--- src/hdl/six_button_pad_io_ports_top_defines.svh ---
// ----------------------------------------------------------------------------
// Six-button pad I/O ports: assertion macros
// Concurrent check wrappers, compiled out for synthesis.
// ----------------------------------------------------------------------------
`ifndef SIX_BUTTON_PAD_IO_PORTS_TOP_DEFINES_SVH
`define SIX_BUTTON_PAD_IO_PORTS_TOP_DEFINES_SVH

`ifndef SYNTHESIS
// same-cycle implication
`define SBP_ASSERT_NOW(lbl, ante, cons) \
    lbl: assert property (@(posedge i_clk) disable iff (!i_rst_n) (ante) |-> (cons)) \
        else $error("sbp check failed: same-cycle implication");
// next-cycle implication
`define SBP_ASSERT_NEXT(lbl, ante, cons) \
    lbl: assert property (@(posedge i_clk) disable iff (!i_rst_n) (ante) |=> (cons)) \
        else $error("sbp check failed: next-cycle implication");
`else
`define SBP_ASSERT_NOW(lbl, ante, cons)
`define SBP_ASSERT_NEXT(lbl, ante, cons)
`endif

`endif

--- src/hdl/sbp_pkg.sv ---
// ----------------------------------------------------------------------------
// sbp_pkg
// Shared types and constants of the six-button pad I/O port block.
// ----------------------------------------------------------------------------
package sbp_pkg;

    localparam logic [1:0] KIND_READ   = 2'd0;
    localparam logic [1:0] KIND_WRITE  = 2'd1;
    localparam logic [1:0] KIND_TICK   = 2'd2;
    localparam logic [1:0] KIND_BUTTON = 2'd3;

    localparam logic [4:0] OFF_REGION = 5'd1;
    localparam logic [4:0] OFF_A_DATA = 5'd3;
    localparam logic [4:0] OFF_B_DATA = 5'd5;
    localparam logic [4:0] OFF_A_DIR  = 5'd9;
    localparam logic [4:0] OFF_B_DIR  = 5'd11;

    localparam logic [1:0] CFG_REGION  = 2'd0;
    localparam logic [1:0] CFG_TIMEOUT = 2'd1;

    localparam int         NUM_BUTTONS    = 12;
    localparam logic [3:0] BTN_LIMIT      = 4'd12;
    localparam logic [7:0] REGION_RESET   = 8'hA0;
    localparam logic [13:0] TIMEOUT_RESET = 14'd11500;
    localparam logic [7:0] LATCH_RESET    = 8'h7F;
    localparam logic [7:0] TH_MASK        = 8'h40;
    localparam logic [7:0] LOW_NIBBLE     = 8'h0F;
    localparam logic [7:0] UNMAPPED_BYTE  = 8'hFF;

    typedef struct packed {
        logic [1:0]  kind;
        logic [4:0]  offset;
        logic [7:0]  write_data;
        logic [15:0] tick_cycles;
        logic [3:0]  button_index;
        logic        pressed;
    } t_item;

endpackage

--- src/hdl/sbp_in_stage.sv ---
// ----------------------------------------------------------------------------
// sbp_in_stage
// Input register: captures one item per transfer, hands it to the core.
// ----------------------------------------------------------------------------
module sbp_in_stage import sbp_pkg::*; (
    input  logic  i_clk,
    input  logic  i_rst_n,
    input  logic  i_valid,
    output logic  o_stall,
    input  t_item i_item,
    input  logic  i_fire,
    output logic  o_valid,
    output t_item o_item
);

    logic  r_valid;
    logic  n_valid;
    t_item r_item;
    logic  w_load;

    assign o_stall = r_valid && !i_fire;
    assign w_load  = i_valid && !o_stall;
    assign n_valid = w_load || (r_valid && !i_fire);

    always_ff @(posedge i_clk) begin
        if (!i_rst_n) begin
            r_valid <= 1'b0;
        end else begin
            r_valid <= n_valid;
        end
    end

    always_ff @(posedge i_clk) begin
        if (w_load) begin
            r_item <= i_item;
        end
    end

    assign o_valid = r_valid;
    assign o_item  = r_item;

endmodule

--- src/hdl/sbp_core.sv ---
// ----------------------------------------------------------------------------
// sbp_core
// Port latches, direction masks, button lines, strobe phase and timeout.
// Updates state and forms the read byte for the item leaving the input stage.
// ----------------------------------------------------------------------------
module sbp_core import sbp_pkg::*; (
    input  logic        i_clk,
    input  logic        i_rst_n,
    input  logic        i_fire,
    input  t_item       i_item,
    input  logic        i_cfg_we,
    input  logic [1:0]  i_cfg_index,
    input  logic [13:0] i_cfg_data,
    output logic [7:0]  o_read_data
);

    logic [7:0]             r_region;
    logic [13:0]            r_timeout_cfg;
    logic [7:0]             r_a_latch;
    logic [7:0]             r_b_latch;
    logic [7:0]             r_a_dir;
    logic [7:0]             r_b_dir;
    logic [NUM_BUTTONS-1:0] r_buttons;
    logic [1:0]             r_phase;
    logic [13:0]            r_timeout_left;

    logic [7:0] w_mux;
    logic [7:0] w_port_a;
    logic       w_th;
    logic       w_th_rise;

    assign w_th      = r_a_latch[6];
    assign w_th_rise = !w_th && i_item.write_data[6];

    // TH-selected button group, released buttons read 1
    always_comb begin
        if (w_th) begin
            w_mux = {2'b01, r_buttons[6], r_buttons[5], 4'b0000};
            if (r_phase == 2'd3) begin
                w_mux[3:0] = {r_buttons[11], r_buttons[8], r_buttons[9], r_buttons[10]};
            end else begin
                w_mux[3:0] = {r_buttons[3], r_buttons[2], r_buttons[1], r_buttons[0]};
            end
        end else begin
            w_mux = {2'b00, r_buttons[7], r_buttons[4], 4'b0000};
            if (r_phase == 2'd3) begin
                w_mux = w_mux | LOW_NIBBLE;
            end else if (r_phase != 2'd2) begin
                w_mux[1:0] = {r_buttons[1], r_buttons[0]};
            end
        end
        w_port_a = (w_mux & ~r_a_dir) | (r_a_latch & r_a_dir);
    end

    always_comb begin
        o_read_data = 8'h00;
        if (i_item.kind == KIND_READ) begin
            case (i_item.offset)
                OFF_REGION: o_read_data = r_region;
                OFF_A_DATA: o_read_data = w_port_a;
                OFF_B_DATA: o_read_data = r_b_latch;
                OFF_A_DIR:  o_read_data = r_a_dir;
                OFF_B_DIR:  o_read_data = r_b_dir;
                default:    o_read_data = UNMAPPED_BYTE;
            endcase
        end
    end

    always_ff @(posedge i_clk) begin
        if (!i_rst_n) begin
            r_region       <= REGION_RESET;
            r_timeout_cfg  <= TIMEOUT_RESET;
            r_a_latch      <= LATCH_RESET;
            r_b_latch      <= LATCH_RESET;
            r_a_dir        <= 8'h00;
            r_b_dir        <= 8'h00;
            r_buttons      <= '1;
            r_phase        <= 2'd0;
            r_timeout_left <= 14'd0;
        end else begin
            if (i_fire) begin
                case (i_item.kind)
                    KIND_WRITE: begin
                        case (i_item.offset)
                            OFF_A_DATA: begin
                                // edge sees the raw write bit, not the masked one
                                if (w_th_rise) begin
                                    r_phase        <= r_phase + 2'd1;
                                    r_timeout_left <= r_timeout_cfg;
                                end
                                r_a_latch <= (r_a_latch & ~r_a_dir)
                                           | (i_item.write_data & r_a_dir);
                            end
                            OFF_B_DATA: r_b_latch <= (r_b_latch & ~r_b_dir)
                                                   | (i_item.write_data & r_b_dir);
                            OFF_A_DIR:  r_a_dir <= i_item.write_data;
                            OFF_B_DIR:  r_b_dir <= i_item.write_data;
                            default: ;
                        endcase
                    end
                    KIND_TICK: begin
                        if (r_timeout_left != 14'd0) begin
                            if (i_item.tick_cycles >= {2'b00, r_timeout_left}) begin
                                r_timeout_left <= 14'd0;
                                r_phase        <= 2'd0;
                            end else begin
                                r_timeout_left <= r_timeout_left - i_item.tick_cycles[13:0];
                            end
                        end
                    end
                    KIND_BUTTON: begin
                        if (i_item.button_index < BTN_LIMIT) begin
                            r_buttons[i_item.button_index] <= !i_item.pressed;
                        end
                    end
                    default: ;
                endcase
            end
            if (i_cfg_we) begin
                case (i_cfg_index)
                    CFG_REGION:  r_region      <= i_cfg_data[7:0];
                    CFG_TIMEOUT: r_timeout_cfg <= i_cfg_data;
                    default: ;
                endcase
            end
        end
    end

endmodule

--- src/hdl/sbp_out_stage.sv ---
// ----------------------------------------------------------------------------
// sbp_out_stage
// Result register: holds the read byte until the consumer takes the transfer.
// ----------------------------------------------------------------------------
module sbp_out_stage (
    input  logic       i_clk,
    input  logic       i_rst_n,
    input  logic       i_valid,
    input  logic [7:0] i_data,
    input  logic       i_stall,
    output logic       o_ready,
    output logic       o_valid,
    output logic [7:0] o_data
);

    logic       r_valid;
    logic       n_valid;
    logic [7:0] r_data;
    logic       w_load;

    assign o_ready = !r_valid || !i_stall;
    assign w_load  = i_valid && o_ready;
    assign n_valid = w_load || (r_valid && i_stall);

    always_ff @(posedge i_clk) begin
        if (!i_rst_n) begin
            r_valid <= 1'b0;
        end else begin
            r_valid <= n_valid;
        end
    end

    always_ff @(posedge i_clk) begin
        if (w_load) begin
            r_data <= i_data;
        end
    end

    assign o_valid = r_valid;
    assign o_data  = r_data;

endmodule

--- src/hdl/six_button_pad_io_ports_top.sv ---
// Path: an item passes the input register, then the result register once the output
// side is ready. Throughput: one item per cycle unless the output stalls;
// the core state updates in a single pass.
// Reset: synchronous active-low; both stages empty, latches 0x7F, directions 0,
// buttons released, phase and timeout 0, registers at 0xA0 and 11500.
// ----------------------------------------------------------------------------
// six_button_pad_io_ports_top
// Controller I/O port block for a six-button pad with TH strobe multiplexing.
// ----------------------------------------------------------------------------
`include "six_button_pad_io_ports_top_defines.svh"

module six_button_pad_io_ports_top import sbp_pkg::*; (
    input  logic        i_clk,
    input  logic        i_rst_n,
    input  logic        i_in_valid,
    output logic        o_in_stall,
    input  logic [1:0]  i_kind,
    input  logic [4:0]  i_offset,
    input  logic [7:0]  i_write_data,
    input  logic [15:0] i_tick_cycles,
    input  logic [3:0]  i_button_index,
    input  logic        i_pressed,
    output logic        o_out_valid,
    input  logic        i_out_stall,
    output logic [7:0]  o_read_data,
    input  logic        i_cfg_we,
    input  logic [1:0]  i_cfg_index,
    input  logic [13:0] i_cfg_data
);

    t_item      w_in_item;
    t_item      w_item;
    logic       w_item_valid;
    logic       w_out_ready;
    logic       w_fire;
    logic [7:0] w_read_data;

    assign w_in_item = '{kind: i_kind, offset: i_offset, write_data: i_write_data,
                         tick_cycles: i_tick_cycles, button_index: i_button_index,
                         pressed: i_pressed};
    assign w_fire = w_item_valid && w_out_ready;

    sbp_in_stage u_in_stage (
        .i_clk   (i_clk),
        .i_rst_n (i_rst_n),
        .i_valid (i_in_valid),
        .o_stall (o_in_stall),
        .i_item  (w_in_item),
        .i_fire  (w_fire),
        .o_valid (w_item_valid),
        .o_item  (w_item)
    );

    sbp_core u_core (
        .i_clk       (i_clk),
        .i_rst_n     (i_rst_n),
        .i_fire      (w_fire),
        .i_item      (w_item),
        .i_cfg_we    (i_cfg_we),
        .i_cfg_index (i_cfg_index),
        .i_cfg_data  (i_cfg_data),
        .o_read_data (w_read_data)
    );

    sbp_out_stage u_out_stage (
        .i_clk   (i_clk),
        .i_rst_n (i_rst_n),
        .i_valid (w_fire),
        .i_data  (w_read_data),
        .i_stall (i_out_stall),
        .o_ready (w_out_ready),
        .o_valid (o_out_valid),
        .o_data  (o_read_data)
    );

    // input side only backs up while an item is parked in the input register
    `SBP_ASSERT_NOW(a_stall_has_item, o_in_stall, w_item_valid)
    // an item leaving the core always lands in the result register
    `SBP_ASSERT_NEXT(a_fire_gives_result, w_fire, o_out_valid)
    // results of non-read items are zero
    `SBP_ASSERT_NEXT(a_nonread_zero, w_fire && (w_item.kind != KIND_READ), o_read_data == 8'h00)

endmodule
--- config.mk ---
export PLATFORM = sky130hd
export DESIGN_NAME = six_button_pad_io_ports_top
export DESIGN_NICKNAME = d
export VERILOG_FILES = /design/src/hdl/sbp_pkg.sv /design/src/hdl/sbp_in_stage.sv /design/src/hdl/sbp_core.sv /design/src/hdl/sbp_out_stage.sv /design/src/hdl/six_button_pad_io_ports_top.sv
export VERILOG_INCLUDE_DIRS = /design/src /design/src/hdl
export SDC_FILE = /design/constraint.sdc
export NUM_CORES = 1
export LEC_CHECK = 0
export BUFFER_PORTS_ARGS = -buffer_cell sky130_fd_sc_hd__buf_2
export CAP_MARGIN = 0
export CORE_MARGIN = 2
export CORE_UTILIZATION = 30
export DETAILED_ROUTE_END_ITERATION = 7
export GPL_ROUTABILITY_DRIVEN = 1
export PLACE_DENSITY = 0.49
export SLEW_MARGIN = 0
export SYNTH_ARGS = -nofsm -noshare
export SYNTH_HDL_FRONTEND = slang
export SYNTH_SLANG_ARGS = --single-unit
--- constraint.sdc ---
create_clock -name i_clk -period 6.6 [get_ports i_clk]
set_input_delay 0.33 -clock i_clk [delete_from_list [all_inputs] [get_ports i_clk]]
set_output_delay 0.33 -clock i_clk [all_outputs]
set_load 0.03 [all_outputs]
After elaboration in Yosys (flattened, before gate mapping)

Cells that the tools add are included.

Flip-flop bits (word level): 128
Output and inout port bits: 10
Word-level logic and storage cells: 98

$add $sub $neg: 2
$lt $le $gt $ge: 4
Equal/unequal tests: 15
Muxes and demuxes: 19
Bitwise gates (word level): 11
Reduce and logical (&&, ||, !) cells: 29

Operators with widths:

| operator                                                                      | number |
|---|---|
| 14-bit two-way mux                                                            | 4 |
| 8-bit bitwise AND                                                             | 6 |
| 8-bit case mux with 5 select lines                                            | 1 |
| 14-bit case mux with 2 select lines                                           | 1 |
| 8-bit bitwise OR                                                              | 3 |
| 16-bit by 14-bit >= comparator with 1-bit output                              | 1 |
| 8-bit inverter                                                                | 2 |
| 3-bit AND reduction                                                           | 5 |
| 2-bit two-way mux                                                             | 7 |
| 14-bit nonzero test                                                           | 1 |
| 14-bit subtractor                                                             | 1 |
| 12-bit bitwise mux                                                            | 1 |
| 5-bit by 4-bit equality test with 1-bit output (second input constant)        | 2 |
| 2-bit by 1-bit != test with 1-bit output (second input constant)              | 4 |
| 1-bit logical AND                                                             | 7 |
| 7-bit two-way mux                                                             | 1 |
| 2-bit equality test (second input constant)                                   | 3 |
| 1-bit logical NOT                                                             | 6 |
| 6-bit AND reduction                                                           | 1 |
| 5-bit by 1-bit equality test with 1-bit output (second input constant)        | 1 |
| 5-bit by 2-bit equality test with 1-bit output (second input constant)        | 1 |
| 5-bit by 3-bit equality test with 1-bit output (second input constant)        | 1 |
| 4-bit by 5-bit less-than comparator with 1-bit output (second input constant) | 1 |
| 5-bit AND reduction                                                           | 1 |
| 13 further kinds                                                              | 18 |

Logic depth before layout (Yosys ltp)

Word-level depth: 8
Gate-level depth with buffers: 10
Gate-level depth less buffers: 10

By module

A second synthesis with hierarchy kept.

Cell total of the unflattened synthesis: 665
Area total of the unflattened synthesis: 6368.6 µm²

Modules (own cells, without submodules):

| module                      | instances | cells an instance | area an instance (µm²) |
|---|---|---|---|
| sbp_core                    | 1         | 611               | 4952.2 |
| sbp_in_stage                | 1         | 40                | 1128.6 |
| sbp_out_stage               | 1         | 13                | 281.5 |
| six_button_pad_io_ports_top | 1         | 1                 | 6.3 |

Worst setup path before layout

OpenSTA, ideal clock, no wires.

Path type: flip-flop to flip-flop
Start: reg u_out_stage.r_valid, in the netlist u_out_stage.o_valid
End: reg u_in_stage.r_item (netlist bit u_in_stage.o_item[0]), enable pin
Setup time: 0.433 ns
Arrival time: 2.424 ns
Required time: 6.167 ns
Setup slack: 3.743 ns
Cell stages (with the launch flop): 3
Path through: dfxtp_1 -> and3_1 -> nor2b_1

Cells in the longest elaborated chain, start to end: 7

RTL lines:

| item                   | RTL line                          | RTL |
|---|---|---|
| start, declared        | sbp_out_stage.sv:16               | `logic r_valid;` |
| start signal, assigned | sbp_out_stage.sv:29               | `r_valid <= n_valid;` |
| 1-bit logical NOT      | sbp_out_stage.sv:21               | `assign o_ready = !r_valid \|\| !i_stall;` |
| 1-bit logical OR       | sbp_out_stage.sv:21               |  |
| 1-bit logical AND      | six_button_pad_io_ports_top.sv:41 | `assign w_fire = w_item_valid && w_out_ready;` |
| 1-bit logical NOT      | sbp_in_stage.sv:21                | `assign o_stall = r_valid && !i_fire;` |
| 1-bit logical AND      | sbp_in_stage.sv:21                |  |
| net o_in_stall         | six_button_pad_io_ports_top.sv:16 | `output logic o_in_stall,` |
| 1-bit logical NOT      | sbp_in_stage.sv:22                | `assign w_load = i_valid && !o_stall;` |
| 1-bit logical AND      | sbp_in_stage.sv:22                |  |
| net u_in_stage.w_load  | sbp_in_stage.sv:19                | `logic w_load;` |
| end signal, assigned   | sbp_in_stage.sv:35                | `r_item <= i_item;` |
| end, declared          | sbp_in_stage.sv:18                | `t_item r_item;` |

The timed path passes the listed nets, and every way through them passes these cells.
A chain may end at the register's enable or synchronous reset.

Final worst setup path

Start: reg u_in_stage.r_item (netlist bit u_in_stage.o_item[34])
End: reg u_core.r_timeout_left[9]

Cells in the longest elaborated chain, start to end: 3
Elaborated cells on any way between the ends: 8
Those cells by class: eq/ne (5); mux (1); reduce/logical (2)

RTL lines:

| item                                                                                     | RTL line        | RTL |
|---|---|---|
| 2-bit equality test or 2-bit by 1-bit equality test with 1-bit output (tied branches)    | sbp_core.sv:82  | `case (i_item.kind)` |
| 2-bit by 1-bit != test with 1-bit output (no line) or 2-bit nonzero test (tied branches) | --              |  |
| 5-bit AND reduction (no line)                                                            | --              |  |
| end signal, assigned                                                                     | sbp_core.sv:89  | `r_timeout_left <= r_timeout_cfg;` |
| end signal, assigned                                                                     | sbp_core.sv:107 | `r_timeout_left <= r_timeout_left - i_item.tick_cycles[13:0];` |
| end, declared                                                                            | sbp_core.sv:25  | `logic [13:0] r_timeout_left;` |

Several ways; a longest one is shown, not always the timed one.

==> key figures <==
Placed design
  • Placed Instance Area: 6980 sq um
  • PortBufs: between 60 and 70
  • Global placer's final weighted congestion: between 0.8 and 0.9
  • DPL Wire Length: ~12000 um

Power
  • Leakage Power: 3.08 nW
  • Power Total: 1.98 mW
  • VDD IR max: around 140 uV
  • Power density over cell area: approximately 260 nW/um^2

STA
  • Crit share post-route: between 40% and 50%
  • Final Skew: 0.00704 ns
  • Worst slew margin: between 10% and 20%
  • Setup TNS: 0 ns
  • Worst slew pin tran: 1.23 ns
  • Crit path time final: 2.82 ns
  • Final setup viols: 0
  • Fmax: approximately 350 MHz
  • Final hold vios: 0
  • Final Max Tran Viols: 0
  • RSZ-0062 raised after global routing: no

Synthesis
  • Post-synth EDFFs: 44
  • Top FF cell, synth: dfxtp_1
  • Syn_nets: between 700 and 800
  • Mapped Avg Cell Area: 9.84 sq um
  • Synth unique cells: between 70 and 80
  • Async SR Flop Fraction: 0%
  • Synth Cell Area: between 6000 and 7000 sq um
  • Syn Inst Count: 650
  • Seq/Total Area, Yosys: a little under half
  • Yosys reg bits: about 130
  • Synth warnings: 0

Run
  • Max_cap viols: 0

CTS
  • Post_cts resized: 0
  • Hold buffer count at CTS: 0
  • Clock Pin Slew Worst Setup and Hold Paths: 0.06 ns
  • H-tree Lvls: 4
  • Worst-skew pair later-pin latency: 0.42 ns
  • Root buffer cell: clkbuf_16
  • Clock Tree Buf Depth: 2
  • Num CTS Buffers: 17
  • CTS tree: built
  • Post-CTS Setup Bufs: 0
  • Clock Sinks: around 130

Finish
  • Area of the multi-input gates: 3130 sq um
  • Layout cells sized above 1: between 15 and 20%
  • N_diodes: 0
  • Register area: 3000 sq um
  • # fillers: about 2100
  • Post-route cell area: approximately 7600 sq um
  • Nets: approximately 800
  • Synthesis-to-finish area growth: 18.2%

Drt
  • Number of DRC markers in iteration 0: 302
  • DRT antenna net count: 0
  • DRT Wirelength: 16400 um
  • DRC Markers: 0
  • Routed WL per cell: between 15 and 20 um
  • Via density per instance: about 5.0
  • TritonRoute pass-1 iters: 7
  • Via count: approximately 5000

Hold path
  • Hold Path Class: in -> reg

Setup path
  • CP Data Required Time: a little under 7 ns
  • Max FO, Critical Path: 17
  • Setup crit end kind: flip-flop
  • CP arrival: 3.15 ns
  • Worst setup SP type: flip-flop
  • Crit Path Class: reg -> reg

Global routing
  • Vias in the first global route: between 4000 and 5000
  • Initial antenna violation count: 0
  • Gr usage total: around 15%
  • First-pass GRT wire length: roughly 26000 um
  • Grt total ovfl: 0
  • Pin count of the biggest net entering global routing: a little under 90

Floorplan
  • Initial Utilization: a little under a third
  • Core box area: around 21000 sq um
  • Row count: 53
  • Die width: 150 um
  • DIE HEIGHT: approximately 150 um
  • Die footprint: approximately 23000 sq um
  • I/O pins: 67

Status
  • Status: finished, final reports clean
[synthesized netlist by cell type (4+ instances only)]
cell	instances	area [sq um]
a211oi_1	4	30.0
a21boi_0	12	90.1
a21oi_1	32	160
a221oi_1	5	43.8
a22o_1	4	35.0
a31oi_1	7	43.8
buf_2	10	50.1
clkbuf_1	11	41.3
dfxtp_1	84	1680
edfxtp_1	44	1320
ha_1	32	400
inv_1	41	154
mux2_2	6	67.6
mux2i_1	32	320
nand2_1	72	270
nand2b_1	12	75.1
nand3_1	10	50.1
nand3b_1	6	45.0
nor2_1	32	120
nor2b_1	34	213
nor3_1	14	70.1
o211a_1	6	60.1
o211ai_1	8	60.1
o21ai_0	43	215
o221ai_1	6	52.6
o311ai_0	6	52.6
xnor2_1	5	43.8
[report_power, final]
group	internal (mW)	switching [mW]	total, mW
Clock	0.565	0.363	0.928
Sequential	0.846	0.0243	0.870
Combinational	0.0717	0.106	0.178
Total	1.48	0.493	1.98
[critical path, stage by stage, from the launching register on]
cell	delay, ns
edfxtp_1	0.41
inv_1	0.10
ha_1	0.52
or4b_1	0.53
a21oi_2	0.19
o21ai_1	0.34
or3b_1	0.46
a31oi_1	0.18
[area by class of cell]
class                           count  share of cell area (%)
Multi-Input combinational cell    455                    41.4
Clock buffer                       19                    5.86
Sequential cell                   128                    39.7
Clock inverter                     13                    1.84
Timing Repair Buffer               68                    4.57
Tap cell                          275                    4.55
Inverter                           41                    2.04
[metrics by stage]
stage	hold slack (ns)	util [%]	instances	worst slack, ns
2_1_floorplan	0.429	-	650	3.74
3_3_place_gp	0.454	33.3	967	3.82
3_5_place_dp	0.464	33.3	967	3.78
4_1_cts	0.0613	36.1	999	3.75
5_1_grt	0.0598	36.1	999	3.59
6_report	0.0822	36.1	999	3.78
[per-layer routing]
layer | global-route usage (%) | wire (um) | vias up
met2 | 27.1 | 8420 | 106
met4 | 4.39 | 227 | 0
met1 | 18.2 | 7230 | 2421
li1 | - | - | 2478
met3 | 3.60 | 563 | 22
met5 | 0 | 0 | -
[cells in the final DEF, fill, tap and decap left out, types with 7 or more instances in the layout]
master,n
buf_2,66
clkbuf_16,17
dfxtp_1,84
ha_1,32
o211ai_1,8
nor2b_1,33
edfxtp_1,44
nand3_1,10
inv_1,41
a31oi_1,7
nand2b_1,12
nor2_1,32
mux2i_1,32
nand2_1,72
a21boi_0,12
a21oi_1,32
nor3_1,14
o21ai_0,43
[final timing paths]
kind         slack, ns  cells after the start                                  start                                     to
max               3.78                      7        u_in_stage.o_item[34]$_DFFE_PP_  u_core.r_timeout_left[9]$_SDFFE_PN0P_
min               0.08                      1                              i_pressed         u_in_stage.o_item[0]$_DFFE_PP_
max reg2reg       3.78                      7        u_in_stage.o_item[34]$_DFFE_PP_  u_core.r_timeout_left[9]$_SDFFE_PN0P_
min reg2reg       0.47                      2  u_core.r_timeout_cfg[13]$_SDFFE_PN1P_  u_core.r_timeout_cfg[13]$_SDFFE_PN1P_
[kinds of logic (layout without fill, tap and decap cells)]
kind of cell | Yosys count | after routing | share of synthesized area, %
compound gates | 166 | 166 | 17.8
simple gates | 212 | 212 | 17.6
xor+xnor | 6 | 6 | 0.822
mux | 38 | 38 | 6.07
fa+ha+maj | 33 | 33 | 6.57
buf+inv | 67 | 141 | 4.25
flops | 128 | 128 | 47.0
No activity file was read; power rests on OpenSTA's default activity.
